==> src/one_hot_greedy_graph_coloring_top_macros.svh <==
// ----------------------------------------------------------------------------
// Assertion macros for the greedy coloring block
// Concurrent checks on the rising clock edge; empty in synthesis.
// ----------------------------------------------------------------------------
`ifndef ONE_HOT_GREEDY_GRAPH_COLORING_TOP_MACROS_SVH
`define ONE_HOT_GREEDY_GRAPH_COLORING_TOP_MACROS_SVH
`ifndef SYNTHESIS
`define OHGC_ASSERT(lbl, prop, msg) \
  lbl: assert property (@(posedge clk) disable iff (rst) prop) else $error(msg);
`define OHGC_ASSERT_RST(lbl, prop, msg) \
  lbl: assert property (@(posedge clk) prop) else $error(msg);
`else
`define OHGC_ASSERT(lbl, prop, msg)
`define OHGC_ASSERT_RST(lbl, prop, msg)
`endif
`endif

==> src/ohgc_pkg.sv <==
// ----------------------------------------------------------------------------
// ohgc_pkg
// Shared types and constants of the greedy coloring block.
// ----------------------------------------------------------------------------
package ohgc_pkg;

  localparam int ID_W            = 10;
  localparam int IN_DW           = ((2 * ID_W + 7) / 8) * 8;
  localparam int MAX_VERTICES_DEF = 1024;
  localparam int COLOR_BITS_DEF   = 64;
  localparam int QUEUE_DEPTH     = 4;

  typedef struct packed {
    logic [ID_W-1:0] vid;
    logic [ID_W-1:0] nid;
    logic            nb_use;
    logic            v_store;
    logic            last;
  } item_t;

endpackage

==> src/ohgc_queue.sv <==
// ----------------------------------------------------------------------------
// ohgc_queue
// Short register queue between the front and the back.
// ----------------------------------------------------------------------------
module ohgc_queue
  import ohgc_pkg::*;
(
  input  logic  clk,
  input  logic  rst,
  input  logic  push,
  input  item_t push_item,
  output logic  full,
  input  logic  pop,
  output item_t head,
  output logic  empty
);

  localparam int PW  = $clog2(QUEUE_DEPTH);
  localparam int CNW = $clog2(QUEUE_DEPTH + 1);

  item_t          slots [QUEUE_DEPTH];
  logic [PW-1:0]  wr_ptr;
  logic [PW-1:0]  rd_ptr;
  logic [CNW-1:0] count;

  assign full  = count == CNW'(QUEUE_DEPTH);
  assign empty = count == '0;
  assign head  = slots[rd_ptr];

  always_ff @(posedge clk) begin
    if (push) begin
      slots[wr_ptr] <= push_item;
    end
  end

  always_ff @(posedge clk) begin
    if (rst) begin
      wr_ptr <= '0;
      rd_ptr <= '0;
      count  <= '0;
    end else begin
      if (push) begin
        wr_ptr <= wr_ptr + PW'(1);
      end
      if (pop) begin
        rd_ptr <= rd_ptr + PW'(1);
      end
      if (push && !pop) begin
        count <= count + CNW'(1);
      end else if (pop && !push) begin
        count <= count - CNW'(1);
      end
    end
  end

endmodule

==> config.mk <==
export PLATFORM = sky130hd
export DESIGN_NAME = ohgc_queue
export DESIGN_NICKNAME = d
export VERILOG_FILES = /design/src/one_hot_greedy_graph_coloring_top_macros.svh /design/src/ohgc_pkg.sv /design/src/ohgc_queue.sv
export SDC_FILE = /design/constraint.sdc
export NUM_CORES = 1
export LEC_CHECK = 0
export ABC_CLOCK_PERIOD_IN_PS = 4600
export BUFFER_PORTS_ARGS = -buffer_cell sky130_fd_sc_hd__buf_2
export CAP_MARGIN = 0
export CORE_MARGIN = 2
export CORE_UTILIZATION = 35
export DETAILED_ROUTE_END_ITERATION = 7
export PLACE_DENSITY = 0.59
export SKIP_CTS_REPAIR_TIMING = 1
export SYNTH_ARGS = -nofsm -noshare
export SYNTH_HDL_FRONTEND = slang
export SYNTH_SLANG_ARGS = --single-unit
==> constraint.sdc <==
create_clock -name clk -period 4.6 [get_ports clk]
set_clock_uncertainty 0.05 [all_clocks]
set_input_delay 0.23 -clock clk [delete_from_list [all_inputs] [get_ports clk]]
set_output_delay 0.23 -clock clk [all_outputs]
set_load 0.005 [all_outputs]
* Word level (Yosys, flattened, before mapping)
Memory sizes are Yosys's and may differ from the RTL's. A register that Yosys moved wholly into a read port is not among the register bits. Index checks and enable logic that the tools add are counted.
Word-level totals: bits of input ports 27, memories kept 1, memory bits (writable) 92, output and inout port bits 25, logic and storage cells 21, register bits 7
Cells by class: mux-type cells 6, reductions and logical operators 6, add/sub/neg operators 4, equal/unequal tests 1
Memory list:
- slots | depth 4, width 23, read ports 1, clocked after memory_dff 1, wr ports 1, line ohgc_queue.sv:21 | item_t slots [QUEUE_DEPTH];
Operator list (count):
- $mux W3 | 2
- $add A2 B1 Y2 const B | 2
- $mux W2 | 2
- $add A3 B1 Y3 const B | 1
- $eq A3 B3 Y1 const B | 1
- $logic_not A3 Y1 | 1
- $sub A3 B1 Y3 const B | 1
- $logic_and A1 B1 Y1 | 2
- $logic_not A1 Y1 | 2
- $mux W1 | 2
- $reduce_bool A2 Y1 | 1

* Depth between registers and ports, before layout
Gate-level depths: netlist of run 1.
word-level depth 4, gate-level depth with buffers 7

* Worst setup path after synthesis of run 1
OpenSTA, ideal clock, no wires.
kind reg-to-reg, start point register wr_ptr[0], end point memory slots[2][0] (netlist bit) (enable), path slack 3038 ps, required time 4168 ps, period minus slack after synthesis 1562 ps, stages on the path, launching flop included 4, library setup time 382 ps, data arrival time 1130 ps, path buffers 0, cell sequence dfxtp_1 inv_1 ha_1 and2_1
RTL lines:
- from (decl) | line ohgc_queue.sv:22 | logic [PW-1:0] wr_ptr;
- from (signal assigned) | line ohgc_queue.sv:43 | wr_ptr <= wr_ptr + PW'(1);
- to (decl) | line ohgc_queue.sv:21
No word-level cell before the write port.

==> run summary, run 1 <==
For this design, the sink count on the clock tree is 101. The number of enable-type register cells in the synthesized netlist came out at 92. The time the final worst path needs with I/O delays and setup came out at 2350 ps. The number of placement rows came out at 37. The gate count after technology mapping came out at 164. The TritonCTS clock tree is built. The type of the tightest min-delay check is input port to register. The count of inserted antenna diode cells is 0. After routing the design area is 4378 sq um. 52 I/O pins were placed.

The relative slew slack is 41.89%. The maximum clock frequency is 425.6 MHz. The worst hold path stage count is 1. The floorplan step defined a core boundary enclosing 10420 sq um. Setup slack on the worst reg-to-reg path comes out at 2650 ps. The number of cell instances on the worst register-to-register path came out at 4.

The post-CTS clock slew at the launch and capture registers of the worst setup and hold paths is 100 ps. STA classifies the critical path startpoint as a register. The number of endpoints with negative hold slack in the final report is 0.

The synthesized cell area is 3782 sq um. The maximum root-to-sink buffer count is 2. The number of warning messages in the yosys log came out at 0. The final-report setup violation count is 0. Together, buffers and inverters on the worst path number 1.

The iteration count of the initial detailed-routing pass is 4. The number of cells in the design after placement came out at 350. The number of global-route vias before repair was 1816.

Global routing finished with a remaining overflow of 0. At the pin with the least slew margin, the transition time is 871.6 ps. The final cycle utilization of the critical path is 51.08%.

For this configuration, the core starts out at a cell density of 36.31%. The vias after detailed routing is 1693. The library cells used most frequently in the layout, excluding fill and tap cells, are 92 x sky130_fd_sc_hd__edfxtp_1, 51 x sky130_fd_sc_hd__buf_2, 20 x sky130_fd_sc_hd__mux4_2. The library cell contributing the largest single delay on the critical path is sky130_fd_sc_hd__dfxtp_2. Summed over all cells, the static leakage comes to 1.505 nW.

The sum of met2 wire segment lengths after detailed routing is 3181 um. The die is 108.0 um wide. The endpoint identified for the worst register-to-register timing path is slots[0][21].

After detailed routing, the average wire length per cell comes to 17.34 um. In the routed design, unresolved DRC markers number 0. For this run, asynchronously set or reset flops after synthesis account for 0%. The number of input and output port buffers inserted is 51. The highest routing layer actually used is met4.

The startpoint identified for the worst hold timing path is push_item[15]. The area growth from synthesis to layout is 15.75%. The clock insertion delay at the later pin of the skew report is 350 ps. Setup repair after global routing left no endpoint under its margin. The class of the most critical setup path is register to output port. The summed negative setup slack over all endpoints came out at 0 ps. The routed length on met1 came out at 2816 um. The most used flip-flop cell after synthesis is sky130_fd_sc_hd__edfxtp_1. The final count of pins violating max slew came out at 0. The placed instance area is 4182 sq um. The number of max-capacitance violations reported is 0. The number of unique standard cell types used by synthesis came out at 22. The sequential area share after synthesis is 77.80%. The net total in the final layout came out at 258. The first-iteration detailed-routing DRC count is 33. The routed wire length is 6347 um. After detailed routing, the number of vias per cell comes to 4.626. The flow ran to the end, and the final reports show no timing, DRC or antenna violations.

The height of the die came out at 108.0 um. The fraction of final layout cells with drive strength greater than 1 is 40.00%. The met3 wire length is 279 um.

The worst-case IR drop observed on VDD is 247.6 uV. The arrival time at the worst endpoint is 2070 ps. Once detailed placement completed, the half-perimeter wirelength came to 4137 um. The cell sitting at the root of the clock tree is a sky130_fd_sc_hd__clkbuf_8.

The number of H-tree levels came out at 3. The residual antenna-violating net count after detailed routing is 0. The critical-path maximum fanout came out at 23. The sort of element at the end of the critical path is an output port.

The ratio of total power to cell area came out at 413.2 nW/um^2. Averaged over all synthesized cells, the footprint is 23.06 sq um. When the netlist entered floorplanning its net count stood at 197.

The biggest cell delay along the critical path came out at 910 ps. The path with the worst hold slack has its endpoint at slots[0][15]. The die covers 11650 sq um. The overall fraction of global-route tracks in use is 11.80%. Leaving out fill and tap cells, the most frequent cell in the layout is sky130_fd_sc_hd__edfxtp_1. The first global-routing pass estimated 9818 um of wire. The number of antenna violations at the first check in global routing came out at 0. STA puts the critical path data required time at 4320 ps. The flip-flop and latch count after synthesis came out at 101. The number of CTS-inserted buffers came out at 9. The final cell count without fillers is 366.

The startpoint of the most critical register-to-register path is wr_ptr[0]. Final hold analysis gives a worst-case slack of 36.04 ps. Broken down by cell family, the worst path's largest delay share belongs to flip-flops.

The pin count of the biggest net entering global routing is 24. The critical path goes through mux4_1, buf_2. The routability-driven placement congestion ratio is 0.6518.
[cell type report]
class,instances,area (sq um)
fill,930,6038
timing repair buffer,56,292.8
clock buffer,9,123.9
multi-input combinational,53,759.5
tap,136,170.2
inverter,4,15.01
sequential,101,2944
clock inverter,7,72.57
[cells by family after synthesis]
kind of cell             after synthesis  synth area share [%]
multiplexers                          25                 14.52
AO/OA/AOI/OAI                          2                0.2644
buffers and inverters                 10                 2.117
flip-flops                           101                 77.80
adder cells (fa/ha/maj)                6                 2.183
AND/OR/NAND/NOR                       15                 1.952
XOR/XNOR                               5                 1.158
[power by group]
group / internal (W) / total [W] / switching (W) / leakage, nW
clock: 0.000255 / 0.000554 / 0.000299 / 0.0981
sequential: 0.00105 / 0.00108 / 0.0000304 / 0.920
combinational: 0.0000939 / 0.000174 / 0.0000798 / 0.487
[flip-flops by register name, summed over array words and instances (netlist names), named ones only]
signal,flops
count,3
rd_ptr,2
slots,92
wr_ptr,2
[cells in the mapped netlist (2+ instances only)]
cell / count / area [sq um]
sky130_fd_sc_hd__mux2i_1: 2 / 20.02
sky130_fd_sc_hd__xnor2_1: 2 / 17.52
sky130_fd_sc_hd__inv_1: 4 / 15.01
sky130_fd_sc_hd__mux4_2: 20 / 450.4
sky130_fd_sc_hd__nor2_1: 7 / 26.28
sky130_fd_sc_hd__edfxtp_1: 92 / 2763
sky130_fd_sc_hd__xor2_1: 3 / 26.28
sky130_fd_sc_hd__dfxtp_1: 9 / 180.2
sky130_fd_sc_hd__ha_1: 5 / 62.56
sky130_fd_sc_hd__mux4_1: 3 / 78.83
sky130_fd_sc_hd__buf_12: 2 / 40.04
sky130_fd_sc_hd__buf_2: 2 / 10.01
sky130_fd_sc_hd__and2_1: 4 / 25.02
[worst max path at each step]
stage / endpoint / slack, ps / depth (start not counted)
floorplan: slots[2][0] / 3040 / 3
global placement: head[18] / 2570 / 2
global route: head[9] / 2040 / 2
detailed placement: head[9] / 2550 / 2
CTS: head[9] / 2150 / 2
finish: head[18] / 2250 / 2
[layer usage]
metal | up-vias | global-route usage, %
met5 | - | 0
met4 | 0 | 3.297
met3 | 6 | 3.858
met2 | 38 | 19.90
met1 | 863 | 14.66
li1 | 786 | -
[metrics by stage]
step                total power [W]  worst slack, ps  utilization, %
finish                     0.001809             2250           42.03
global route               0.001892             2044           42.03
CTS                        0.001835             2155           42.03
detailed placement         0.001283             2553           40.14
global placement           0.001277             2568           40.14
floorplan                  0.001204             3038               -
Power figures use the tool's default switching activity.
==> inputs of run 2 (changes only) <==
Settings changed: ABC_CLOCK_PERIOD_IN_PS 4600 to 2360.
Clock period 4.6 ns to 2.36 ns, I/O delays scaled along.
==> run 2 against run 1 <==
Non-clock buffer count up 26. Clock power up 130%. Count of clock-buffer cells in the layout unchanged. Critical endpoint is now head[22].
==> run summary, run 2 (same netlist as run 1, synthesis figures left out) <==
The run finished with clean final reports. The number of top-level pins came out at 52. The net switching component of the power came out at 0.0007781 W.

The least setup slack across all paths after layout came out at 464.4 ps. Relative to the synthesized area, the layout overhead comes to 24.18%. The time the final worst path needs with I/O delays and setup is 1896 ps.

The count of nets left with antenna violations once routing finished came out at 0. Walking the worst path, the cells encountered are buf_12, mux4_2, buf_2. Sequential cells account for 55.7% of the total power.

For this run, global-route usage on met3 was measured as 3.315%. The pin count of the biggest net entering global routing came out at 24. The floorplan die width is 108.0 um. The share of power burned in combinational logic is 10.7%. The area enclosed by the die boundary came out at 11650 sq um. The placed instance area is 4222 sq um.

The number of flip-flops in the largest register came out at 92. The summed negative setup slack over all endpoints came out at 0 ps. STA classifies the critical path startpoint as a register.

The finished layout cell area came out at 4697 sq um. The vias after detailed routing is 1792. The ratio of total power to cell area came out at 797.4 nW/um^2. Once the floorplan was initialized, standard cells occupied 36.31% of the core.

The class of the most critical setup path is register to output port. The number of placement rows came out at 37. For the worst setup path, the data arrival time is 1730 ps. The placeable core area came out at 10420 sq um. The post-route netlist has 36.86% of its cells at a drive strength greater than 1.

STA classifies the critical path endpoint as an output port. The routability-driven placement congestion ratio came out at 0.6721. The number of CTS-inserted buffers came out at 9. The iteration count of the initial detailed-routing pass is 4. Leaving out fill and tap cells, the most frequent cell in the layout is sky130_fd_sc_hd__edfxtp_1.

The required time of the worst setup path came out at 2190 ps. The height of the die is 108.0 um. The post-CTS clock slew at the launch and capture registers of the worst setup and hold paths came out at 80 ps.

For this run, the slowest stage of the critical path takes 520 ps. The met2 global-route usage came out at 19.59%. The wire-length estimate of the detail-placed layout is 4006 um.

OpenSTA, run right after detailed placement, puts the worst setup slack at 585.6 ps. Global routing consumed, over all layers together, 11.66% of the routing resources. The average vias per placed instance is 4.583. The fraction of met1 tracks used by global routing is 14.28%. The DRC violations left is 0.

Buffers placed on the I/O ports in this run total 51. Setup violations remaining at the end of the flow were counted as 0. The maximum clock frequency is 527.5 MHz.

The average wire per cell in the routed design is 16.38 um. The static leakage power came out at 1.640 nW. The net total in the final layout is 284. The number of sinks on the clock net came out at 101. The master cell of the clock root buffer is sky130_fd_sc_hd__clkbuf_8.

The overall overflow remaining after global route came out at 0. Max-cap violations in this run came to 0. After global routing, the most crowded layer is met2. The number of global-route vias before repair was 1814. For this design, the slowest cell found on the critical path is sky130_fd_sc_hd__mux4_2. The first-iteration detailed-routing DRC count came out at 42.

The final cell count without fillers is 391. The worst-case vdd ir drop is 256.4 uV. The final count of pins violating max slew is 0. The first global-routing pass estimated 9694 um of wire.

The internal power component is 0.002967 W. The relative slew slack is 68.18%. The count of inserted antenna diode cells is 0. The number of antenna violations at the first check in global routing was 0. The register with the most flip-flops is slots. The pin slew with the least headroom to its limit is 477.2 ps. The maximum root-to-sink buffer count came out at 2. The number of cells in the design after placement came out at 352. Setup repair after global routing left no endpoint under its margin.

The top cell types in the final layout, fill and taps aside, are 92 x sky130_fd_sc_hd__edfxtp_1, 51 x sky130_fd_sc_hd__buf_2, 24 x sky130_fd_sc_hd__dlygate4sd3_1. The routed wire length came out at 6405 um. In the final layout, the registers with the most flip-flops are slots: 92 flops, count: 3 flops. The min-delay analysis places its worst path in the category input port to register. The number of H-tree levels is 3.

In this run, the clock network consumes 33.6% of the power. The TritonCTS clock tree is built. The filler cell count came out at 921. The final cycle utilization of the critical path came out at 80.32%. The critical-path maximum fanout came out at 18.

The switching share of total power came out at 20.77%. The number of endpoints with negative hold slack in the final report is 0. The clock insertion delay at the later pin of the skew report came out at 340 ps.
## run 2: layout make-up
class                      instances  area [sq um]  share of cell area [%]
multi-input combinational         53         759.5                   16.17
tap                              136         170.2                   3.623
clock inverter                     6         111.4                   2.371
timing repair buffer              82         573.1                   12.20
clock buffer                       9         123.9                   2.637
inverter                           4         15.01                  0.3197
sequential                       101          2944                   62.68
## run 2: per-layer routing
| layer | vias up | share of wire, % | wire, um |
|---|---|---|---|
| met5 | - | 0 | 0 |
| met1 | 914 | 43 | 2772 |
| met2 | 35 | 52 | 3304 |
| li1 | 835 | - | - |
| met3 | 8 | 3.7 | 240 |
| met4 | 0 | 1.4 | 87 |
## run 2: power by group through the flow
| stage | combinational (W) | clock (W) | sequential [W] |
|---|---|---|---|
| after global placement | 0.000380 | 0 | 0.00212 |
| after floorplan | 0.000234 | 0 | 0.00211 |
| final | 0.000401 | 0.00126 | 0.00208 |
| after CTS | 0.000386 | 0.00130 | 0.00209 |
| after detailed placement | 0.000384 | 0 | 0.00213 |
| after global routing | 0.000448 | 0.00137 | 0.00210 |
## run 2: worst max-delay path, delay by kind of cell, from the launching register on
| kind | cells | cell delay, ps |
|---|---|---|
| multiplexers | 1 | 520 |
| flip-flops | 1 | 470 |
| buffers and inverters | 2 | 370 |
## run 2: worst paths after layout
kind,from,endpoint,slack (ps),cells past startpoint
setup / recovery,register,head[22],460,3
hold / removal,pop,register,20,3
setup reg to reg,wr_ptr[0],slots[2][1],620,4
hold reg to reg,count[2],count[2],470,2
## run 2: stage by stage
step                hold WS, ps  power (W)  utilization, %
finish                    20.40   0.003745           45.09
CTS                      -90.57   0.003773           42.79
detailed placement        284.5   0.002511           40.53
floorplan                 166.9   0.002347               -
global placement          285.5   0.002504           40.53
global route              40.11   0.003913           45.09
==> inputs of run 3 (changes only) <==
Settings changed: ABC_CLOCK_PERIOD_IN_PS 2360 to 1600, PLACE_DENSITY 0.59 to 0.61.
Clock period 2.36 ns to 1.6 ns, I/O delays scaled along.
==> run 3 against run 2 <==
The flow now finishes with violations (setup timing). Core utilization grew 0.78 points. Critical path depth is the same. Via count grew 1.4%. Sequential share of layout area shrank 0.99 points. Flip-flop and latch count is the same. Design area grew 1.7%. Setup slack lost 570 ps. Critical path type unchanged. Critical endpoint is now head[10].
==> run summary, run 3 (same netlist as run 1, synthesis figures left out) <==
The critical-path maximum fanout is 7. STA classifies the critical path endpoint as an output port. The biggest cell delay along the critical path is 510 ps. The time the final worst path needs with I/O delays and setup came out at 1708 ps. More flip-flops sit in one register than any other, and that register is slots.

The family with the most delay on the worst path is multiplexers. The total buffers and inverters traversed by the critical path is 2. The worst-case vdd ir drop is 549.4 uV. The number of endpoints with negative hold slack in the final report is 0. The library cell used most frequently in the layout, excluding fill and tap cells, is sky130_fd_sc_hd__edfxtp_1. The pin slew with the least headroom to its limit came out at 212.9 ps. The number of input and output port buffers inserted came out at 51.

Once layout is done, the placed cells without fillers occupy 4778 sq um. The least setup slack across all paths after layout is -108.2 ps. The arrival time at the worst endpoint came out at 1580 ps. The fraction of final layout cells with drive strength greater than 1 is 39.46%. The number of sinks on the clock net is 101. The post-CTS clock slew at the launch and capture registers of the worst setup and hold paths is 90 ps.

The area enclosed by the die boundary is 11650 sq um. Measured on the finished design, the core utilization comes to 45.87%. The number of CTS-inserted buffers came out at 9.

Leaving out fill and tap cells, the most frequent cells in the layout are 92 x sky130_fd_sc_hd__edfxtp_1, 49 x sky130_fd_sc_hd__buf_2, 25 x sky130_fd_sc_hd__dlygate4sd3_1. The number of antenna violations at the first check in global routing came out at 0. 52 I/O pins were placed. The largest registers in the layout are slots: 92 flops, count: 3 flops.

The worst hold path belongs to the class input port to register. The element type at the critical path start is a register. TritonCTS built the clock tree. The overall fraction of global-route tracks in use came out at 11.41%. The net total in the final layout is 289. The checks that failed: setup timing. The first TritonRoute pass finished after 4 iterations. CTS placed an instance of sky130_fd_sc_hd__clkbuf_8 at the clock tree root. The growth of design area from synthesis to finish is 26.33%. Once the floorplan was initialized, standard cells occupied 36.31% of the core.

The hold path startpoint is pop. Setup violations remaining at the end of the flow were counted as 23. The final count of pins violating max slew is 0. The internal reg-to-reg setup slack is 90 ps.

The placed instance area is 4312 sq um. In this run the horizontal extent of the chip is 108.0 um. The ratio of total power to cell area is 1112 nW/um^2. The number of placement rows came out at 37. The final cycle utilization of the critical path came out at 106.8%. The first-iteration detailed-routing DRC count is 71.

The detail route stage leaves a number of antenna-violating nets equal to 0. The first-pass GRT wire length came out at 9570 um. The run finished, with violations left. The startpoint identified for the worst register-to-register timing path is count[0]. The number of global-route vias before repair was 1842. For this run the aggregate overflow at the end of global routing stands at 0. The worst pin sits at a relative slew slack of 85.70%. The total area inside the core boundary comes to 10420 sq um.

The average wire per cell in the routed design is 16.26 um. The number of H-tree levels is 3. The average vias per placed instance came out at 4.577. The static leakage power is 1.659 nW.

The signal on the critical path passes through buf_12, mux4_2, buf_2. For the worst-skew pair, the clock arrives at the later sink with an insertion delay of 350 ps. Setup repair after global routing could not meet its margin everywhere. The congestion estimate from routability-driven global placement came to 0.6342. The number of flip-flops in the largest register is 92. Entering global routing, the biggest net connects 24 pins. The number of max-capacitance violations reported came out at 0.

The maximum root-to-sink buffer count came out at 2. The DRC violations left came out at 0. The routed wire length came out at 6454 um. The required time of the worst setup path came out at 1470 ps. For this run, the top clock speed supported by timing is 585.4 MHz. The overall power of the completed layout came out at 0.005316 W. The slowest stage of the critical path belongs to the cell sky130_fd_sc_hd__mux4_2. From bottom edge to top edge, the die measures 108.0 um. The HPWL after detailed placement is 3878 um. Summing over every cut layer, the via total after detailed routing is 1817. The class of the most critical setup path is register to output port. The count of inserted antenna diode cells came out at 0.
## run 3: final timing paths
check / depth (start not counted) / end
worst max-delay path: 3 / head[10]
worst min-delay path: 4 / rd_ptr[1]
worst max register to register: 4 / count[2]
worst min register to register: 2 / count[2]
## run 3: final cells by class
type | count | area, sq um
clock buffer | 9 | 123.9
timing repair buffer | 87 | 700.7
tap | 136 | 170.2
multi-input combinational | 53 | 748.2
clock inverter | 7 | 72.57
fill | 935 | 5638
sequential | 101 | 2948
inverter | 4 | 15.01
## run 3: where the power goes
part / internal, W / total, W / switching [W]
Clock: 0.000728 / 0.00158 / 0.000851
Combinational: 0.000379 / 0.000663 / 0.000285
Sequential: 0.00302 / 0.00307 / 0.0000534
## run 3: per-stage QoR
| stage | hold slack, ps | setup slack (ps) | setup TNS (ps) | cells |
|---|---|---|---|---|
| floorplan | 128.9 | 38.06 | 0 | 164 |
| global placement | 244.4 | 42.83 | 0 | 354 |
| detailed placement | 251.8 | 4.994 | 0 | 354 |
| CTS | -138.6 | -261.7 | -4525 | 370 |
| global route | 69.65 | -184.7 | -3788 | 397 |
| finish | 62.17 | -108.2 | -2095 | 397 |
## run 3: layer usage
metal	track usage, %	up-vias	wire, um
met5	0	-	0
met1	14.07	929	2869
met3	3.978	7	269
li1	-	844	-
met2	18.46	37	3233
met4	4.670	0	82
## run 3: worst reg2reg max path: stages, from the launching register on
cell and delay (ps):
sky130_fd_sc_hd__dfxtp_2 360, sky130_fd_sc_hd__fa_1 430, sky130_fd_sc_hd__xor2_1 180, sky130_fd_sc_hd__or3_1 300
sky130_fd_sc_hd__a21oi_1 130
